[config.mk]
export PLATFORM = sky130hd
export DESIGN_NAME = bpc_exec
export DESIGN_NICKNAME = d
export VERILOG_FILES = /design/src/rtl/bpc_pkg.sv /design/src/rtl/bpc_exec.sv
export SDC_FILE = /design/constraint.sdc
export NUM_CORES = 1
export LEC_CHECK = 0
export BUFFER_PORTS_ARGS = -buffer_cell sky130_fd_sc_hd__buf_2
export CAP_MARGIN = 20
export CORE_ASPECT_RATIO = 0.6
export CORE_MARGIN = 10
export CORE_UTILIZATION = 24
export DETAILED_ROUTE_END_ITERATION = 10
export SYNTH_ARGS = -nofsm -noshare
export SYNTH_HDL_FRONTEND = slang
export SYNTH_SLANG_ARGS = --single-unit
[constraint.sdc]
create_clock -name vclk -period 2.45
set_input_delay 0 -clock vclk [all_inputs]
set_output_delay 0 -clock vclk [all_outputs]
set_load 0.005 [all_outputs]
[src/rtl/bpc_pkg.sv]
// Package for the byte predicated core step block: codes, field layouts,
// state enum and address helpers. Depends on nothing; all rtl files import it.
package bpc_pkg;

    localparam int MEM_ADDR_BITS = 16;
    localparam int MEM_DEPTH     = 1 << MEM_ADDR_BITS;
    localparam int NUM_REGS      = 4;
    localparam int IN_TDATA_W    = 48;
    localparam int OUT_TDATA_W   = 32;

    typedef logic [MEM_ADDR_BITS-1:0] mem_addr_t;

    // operations
    localparam logic [1:0] OP_MOVE  = 2'd0;
    localparam logic [1:0] OP_JUMP  = 2'd1;
    localparam logic [1:0] OP_CMP   = 2'd2;
    localparam logic [1:0] OP_MEMWR = 2'd3;

    // move kinds
    localparam logic [2:0] MV_REG  = 3'd0;
    localparam logic [2:0] MV_IMM  = 3'd1;
    localparam logic [2:0] MV_LOAD = 3'd2;

    // jump conditions
    localparam logic [2:0] JMP_ALWAYS   = 3'd0;
    localparam logic [2:0] JMP_IF_TRUE  = 3'd1;
    localparam logic [2:0] JMP_IF_FALSE = 3'd2;

    // compare relations
    localparam logic [2:0] CMP_EQ = 3'd0;
    localparam logic [2:0] CMP_NE = 3'd1;
    localparam logic [2:0] CMP_LT = 3'd2;
    localparam logic [2:0] CMP_GT = 3'd3;
    localparam logic [2:0] CMP_LE = 3'd4;
    localparam logic [2:0] CMP_GE = 3'd5;

    // predicate combine modes
    localparam logic [1:0] CMB_SET = 2'd0;
    localparam logic [1:0] CMB_AND = 2'd1;
    localparam logic [1:0] CMB_OR  = 2'd2;
    localparam logic [1:0] CMB_XOR = 2'd3;

    // error codes
    localparam logic [2:0] ERR_OK          = 3'd0;
    localparam logic [2:0] ERR_BAD_REG     = 3'd1;
    localparam logic [2:0] ERR_BAD_MOVE    = 3'd2;
    localparam logic [2:0] ERR_BAD_JUMP    = 3'd3;
    localparam logic [2:0] ERR_BAD_CMP     = 3'd4;
    localparam logic [2:0] ERR_BAD_COMBINE = 3'd5;

    // input beat, last field in the lowest bits
    typedef struct packed {
        logic [15:0] load_address;
        logic        jump_uses_immediate;
        logic        short_jump;
        logic [7:0]  immediate;
        logic [3:0]  src_b_reg;
        logic [3:0]  src_a_reg;
        logic [3:0]  dest_reg;
        logic [1:0]  combine_mode;
        logic [2:0]  sub_op;
        logic [1:0]  operation;
    } item_t;

    typedef struct packed {
        logic [2:0]  error_code;
        logic [7:0]  written_value;
        logic        predicate;
        logic [15:0] program_counter;
    } result_t;

    localparam int OUT_PAD = OUT_TDATA_W - $bits(result_t);

    // everything the execute step decides for one item
    typedef struct packed {
        logic        reg_we;
        logic [1:0]  reg_idx;
        logic [7:0]  reg_data;
        logic        mem_we;
        mem_addr_t   mem_addr;
        logic [7:0]  mem_data;
        logic [15:0] pc_next;
        logic        pred_next;
        result_t     res;
    } exec_t;

    typedef enum logic [2:0] {
        ST_IDLE,
        ST_RD_X,
        ST_RD_Y,
        ST_RD_M,
        ST_EXEC
    } state_t;

    function automatic mem_addr_t reg_addr(input logic [7:0] v);
        logic [15:0] wide;
        wide = {8'h00, v};
        return wide[MEM_ADDR_BITS-1:0];
    endfunction

    function automatic mem_addr_t pair_addr(input logic [15:0] v);
        return v[MEM_ADDR_BITS-1:0];
    endfunction

endpackage

[src/rtl/bpc_exec.sv]
// Execute step: error checks, move value, jump target, compare and
// predicate combine for one item. Depends on bpc_pkg.
module bpc_exec
(
    input  bpc_pkg::item_t item,
    input  logic [7:0]     x_val,
    input  logic [7:0]     y_val,
    input  logic [7:0]     m_val,
    input  logic [7:0]     d_base,
    input  logic [15:0]    pc,
    input  logic           pred,
    output bpc_pkg::exec_t ex
);
    import bpc_pkg::*;

    always_comb
    begin
        logic        take;
        logic        cmp_r;
        logic [7:0]  mv_val;
        logic [7:0]  off;
        logic [2:0]  err;
        logic [7:0]  wv;

        take   = 1'b0;
        cmp_r  = 1'b0;
        mv_val = 8'h00;
        off    = 8'h00;
        err    = ERR_OK;
        wv     = 8'h00;

        ex           = '0;
        ex.pc_next   = pc;
        ex.pred_next = pred;
        ex.mem_addr  = pair_addr(item.load_address);

        unique case (item.operation)
            OP_MOVE:
            begin
                if (item.sub_op > MV_LOAD)
                begin
                    err = ERR_BAD_MOVE;
                end
                else if (item.dest_reg[3]
                         || (item.sub_op != MV_IMM && item.src_a_reg[3])
                         || (item.sub_op == MV_LOAD && item.src_b_reg[3]))
                begin
                    err = ERR_BAD_REG;
                end
                else
                begin
                    priority if (item.sub_op == MV_REG)
                        mv_val = y_val;
                    else if (item.sub_op == MV_IMM)
                        mv_val = item.immediate;
                    else
                        mv_val = m_val;
                    // indexes 4 to 7 store through the base register
                    if (item.dest_reg[2])
                    begin
                        ex.mem_we   = 1'b1;
                        ex.mem_addr = reg_addr(d_base);
                        ex.mem_data = mv_val;
                    end
                    else
                    begin
                        ex.reg_we   = 1'b1;
                        ex.reg_idx  = item.dest_reg[1:0];
                        ex.reg_data = mv_val;
                    end
                    wv = mv_val;
                end
            end
            OP_JUMP:
            begin
                if (item.sub_op > JMP_IF_FALSE)
                begin
                    err = ERR_BAD_JUMP;
                end
                else
                begin
                    take = (item.sub_op == JMP_ALWAYS)
                        || (item.sub_op == JMP_IF_TRUE && pred)
                        || (item.sub_op == JMP_IF_FALSE && !pred);
                    if (take)
                    begin
                        if (item.short_jump)
                        begin
                            if (!item.jump_uses_immediate && item.src_a_reg[3])
                                err = ERR_BAD_REG;
                            else
                            begin
                                off = item.jump_uses_immediate ? item.immediate : y_val;
                                ex.pc_next = pc + {{8{off[7]}}, off};
                            end
                        end
                        else if (item.dest_reg[3] || item.src_a_reg[3])
                            err = ERR_BAD_REG;
                        else
                            ex.pc_next = {x_val, y_val};
                    end
                end
            end
            OP_CMP:
            begin
                if (item.sub_op > CMP_GE)
                begin
                    err = ERR_BAD_CMP;
                end
                else if (item.dest_reg[3] || item.src_a_reg[3])
                begin
                    err = ERR_BAD_REG;
                end
                else
                begin
                    unique case (item.sub_op)
                        CMP_EQ:  cmp_r = (x_val == y_val);
                        CMP_NE:  cmp_r = (x_val != y_val);
                        CMP_LT:  cmp_r = (x_val <  y_val);
                        CMP_GT:  cmp_r = (x_val >  y_val);
                        CMP_LE:  cmp_r = (x_val <= y_val);
                        default: cmp_r = (x_val >= y_val);
                    endcase
                    unique case (item.combine_mode)
                        CMB_SET: ex.pred_next = cmp_r;
                        CMB_AND: ex.pred_next = pred & cmp_r;
                        CMB_OR:  ex.pred_next = pred | cmp_r;
                        CMB_XOR: ex.pred_next = pred ^ cmp_r;
                    endcase
                end
            end
            OP_MEMWR:
            begin
                ex.mem_we   = 1'b1;
                ex.mem_addr = pair_addr(item.load_address);
                ex.mem_data = item.immediate;
            end
        endcase

        ex.res.program_counter = ex.pc_next;
        ex.res.predicate       = ex.pred_next;
        ex.res.written_value   = wv;
        ex.res.error_code      = err;
    end

endmodule

## Word-level counts from Yosys, hierarchy flattened

Index checks and enable logic that the tools add are counted.

| word-level totals | value |
|---|---|
| bits in registers | 0 |
| output and inout port bits | 81 |
| word-level logic and storage cells | 73 |

| operators by class | value |
|---|---|
| reduce and logical (&&, ||, !) cells | 15 |
| bitwise gates (word level) | 3 |
| muxes and demuxes | 35 |
| $lt $le $gt $ge | 6 |
| add/sub/neg operators | 1 |
| equal/unequal tests | 13 |

Operators with widths:

| cell | number |
|---|---|
| two-way mux 16 bit | 6 |
| two-way mux 36 bit | 2 |
| case mux 25 bit (2 select lines) | 1 |
| two-way mux 8 bit | 6 |
| two-way mux 25 bit | 1 |
| two-way mux 11 bit | 2 |
| adder 16 bit | 1 |
| two-way mux 3 bit | 4 |
| two-way mux 1 bit | 9 |
| case mux 3 bit (3 select lines) | 1 |
| equality test 2 bit, second input constant | 4 |
| equality test 8 bit | 1 |
| >= comparator 8 bit | 1 |
| greater-than comparator 8 bit | 1 |
| less-or-equal comparator 8 bit | 1 |
| less-than comparator 8 bit | 1 |
| inequality test 8 bit | 1 |
| equality test 3 x 2 -> 1 bit, second input constant | 2 |
| logical AND 1 bit | 5 |
| logical OR 1 bit | 5 |
| case mux 1 bit (5 select lines) | 1 |
| equality test 2 x 1 -> 1 bit, second input constant | 2 |
| logical NOT 2 bit | 2 |
| case mux 1 bit (4 select lines) | 1 |
| other kinds (11) | 12 |

## Longest topological paths before layout

| depth | value |
|---|---|
| depth in word-level cells | 10 |
| mapped depth | 13 |
| mapped depth without buffers | 12 |

## Worst setup path before layout

No wires, ideal clock.

| timing path | value |
|---|---|
| kind | input -> output |
| from | in item[28] (netlist bit) |
| to | out ex[42] (netlist bit) |
| slack | 0.016 ns |
| stages on the path | 11 |
| data arrival time | 2.434 ns |
| path through | clkbuf_1 > mux2i_1 > inv_1 > ha_1 > a21o_1 > a21oi_1 > nand2_1 > o311ai_0 > xor2_1 > o221ai_1 > buf_4 |

RTL lines:

| what | line | text |
|---|---|---|
| from (decl) | bpc_exec.sv:5 | `input bpc_pkg::item_t item,` |
| to (decl) | bpc_exec.sv:12 | `output bpc_pkg::exec_t ex` |

==> impl_results.md <==
* WL/cell at 18.7 µm
* CP most frequent cell: mux2_4
* Count of cell types in the netlist at 58
* Initial antenna violation count at 1
* Layout cells sized above 1 at 44.7%
* Num ports at 175
* DP HPWL at 11.7 mm
* Min Tclk post-route at 2.41 ns
* Maximum Capacitance Violations at 0
* Simple-Gate Fraction of Synth Area at 31.0%
* Crit path launch type: input pin
* Count leader, synth: nand2_1
* First-pass GRT wire length at 20.2 mm
* Adder-cell area share of the yosys netlist at 14.6%
* Largest net degree at the start of global routing at 26
* Mux cell area share after synthesis at 2.85%
* DRC Markers at 0
* Overflow after GRT at 0
* Vert. Die Dim at 101 µm
* Required @ worst endpoint at 2.45 ns
* Worst vdd ir at 65.9 µV
* WL final at 13.6 mm
* Seq cells at 0
* Main combinational cell family by area after synthesis: compound AO/OA/AOI/OAI gates
* Syn Area/Cell at 6.40 µm²
* Final instance area at 4010 µm²
* Final worst-path cycle share at 98.2%
* First-pass DRT Iterations at 6
* Compound-Gate Fraction of Synth Area at 38.2%
* Post-route ant nets at 0
* Synth Area in XOR/XNOR at 1.67%
* Critical-path top delay cell: mux2_4
* Post-Syn Instances at 411
* Tightest Pin Transition at 0.745 ns
* Crit path max fanout at 3
* Hold buffer count at cts at 0
* I/O Buffers at 169
* Mapped cell area at 2630 µm²
* Sequential cell area fraction in the yosys report at 0%
* Critical setup path kind: in -> out
* Post-synth top area cell: ha_1
* Vias in the first global route at 3742
* Hold Path Class: in -> out
* Fmax achieved at 416 MHz
* Relative slew margins at 49.8%
* Top-area cell type share of the netlist area at 13.8%
* Area grow syn2layout at 52.6%
* RSZ-0062 raised after global routing: yes
* Buffers & Inverters on Critical Path at 2
* Routability cong. at 0.900
* Area contributors post-synth: ha_1 (14%), nand2_1 (6.7%), o21ai_0 (6.7%), nor2_1 (6.0%), a21oi_1 (5.3%)
* Top post-synthesis cells by count: nand2_1 (47), nor2_1 (42), o21ai_0 (35), ha_1 (29), a21oi_1 (28)
* Hold Vio Cnt, Final at 0
* Die ar. at 15700 µm²
* CP max stage delay at 0.32 ns
* Cells along the critical path: buf_4 > ha_4 > nand4_1 > nor2_2 > mux2_4 > o21a_1 > a211o_1 > ha_1 > mux2_4 > nand2_2 > o21ai_2 > a21o_1 > buf_2
* Total number of vias at 3873
* Post-Route Utilization at 37.8%
* CP endpoint kind: primary output
* Max-slew violation count at 0
* Critical Path AT at 2.41 ns
* Setup violations, final at 0
* Core area at 10600 µm²
* Layout net count at 716
* Register Area at 0 µm²
* DRT iter0 DRCs at 405
* Status: completed
* Top delay family on crit path: compound AO/OA/AOI/OAI gates
* GRT Util Overall at 15.3%
* Synthesized Nets at 535
* Via-to-Cell Ratio at 5.31
* DIE WIDTH at 155 µm
* Leakage at 1.97 nW
* Synth Warn # at 0
* Placement-stage cell area at 3740 µm²
* Worst hold start: item[40]
* Rows at 29
* # clk buffers at 0
* Initial Util at 24.7%
* Antenna cells at 0
* Critical path origin: x_val[2]
* Pwr dens at 217 nW/µm²
power by group:
group | internal (W) | switching [W] | total [W]
logic | 0.000410 | 0.000463 | 0.000873
clock network | 0 | 0 | 0
registers | 0 | 0 | 0
total | 0.000410 | 0.000463 | 0.000873
path summary, 6_finish.rpt:
check | cells after the start | to
setup / recovery | 13 | ex[28]
hold / removal | 3 | ex[64]
final cells by class:
type	instances	area, µm²
fill	1132	6620
inverter	22	100
multi-input combinational	353	2480
tap	139	174
timing repair buffer	215	1250
placed cells by master, fill, tap and decap left out, types with 9 or more instances in the layout:
cell type	instances
buf_2	157
o21ai_0	32
a21oi_1	26
nand4_1	10
o211ai_1	11
inv_1	13
buf_4	49
and2_1	11
nand2_1	46
ha_4	9
ha_1	20
o21ai_2	9
nand3_1	15
nor2_1	41
a22o_1	9
worst min-delay path: stages:
cell	delay [ns]
buf_2	0.07
and2_1	0.10
buf_2	0.10
through the flow:
stage                     power [W]  TNS, ns  hold slack [ns]  setup slack [ns]  instances
after global routing       0.000956   -0.181            0.288           -0.0678        729
after CTS                  0.000805        0            0.270           0.00175        725
after detailed placement   0.000795   -0.145            0.270           -0.0563        725
after global placement     0.000778        0            0.270           0.00551        725
final                      0.000873        0            0.269            0.0443        729
after floorplan            0.000459        0           0.0912            0.0160        411
metal layers:
layer / GRT usage [%] / vias to the layer above / wire, µm
li1: - / 1872 / -
met4: 0.434 / 2 / 27
met5: 0 / - / 7
met1: 21.9 / 1824 / 6230
met2: 24.6 / 169 / 6170
met3: 2.47 / 6 / 1170
logic make-up (layout without fill, tap and decap cells):
kind of cell,Yosys count,count (layout)
AOI/OAI and AO/OA,149,149
xor gates and xnor gates,5,5
adders and majority gates,30,30
buffers and inverters,58,237
muxes,7,7
and+or+nand+nor,162,162
timing repair:
item	CTS	global route
resized for setup	7	55
buffers inserted	0	4
setup endpoints to repair	4	14
pin swaps	2	13
No activity file was read; power rests on OpenSTA's default activity.
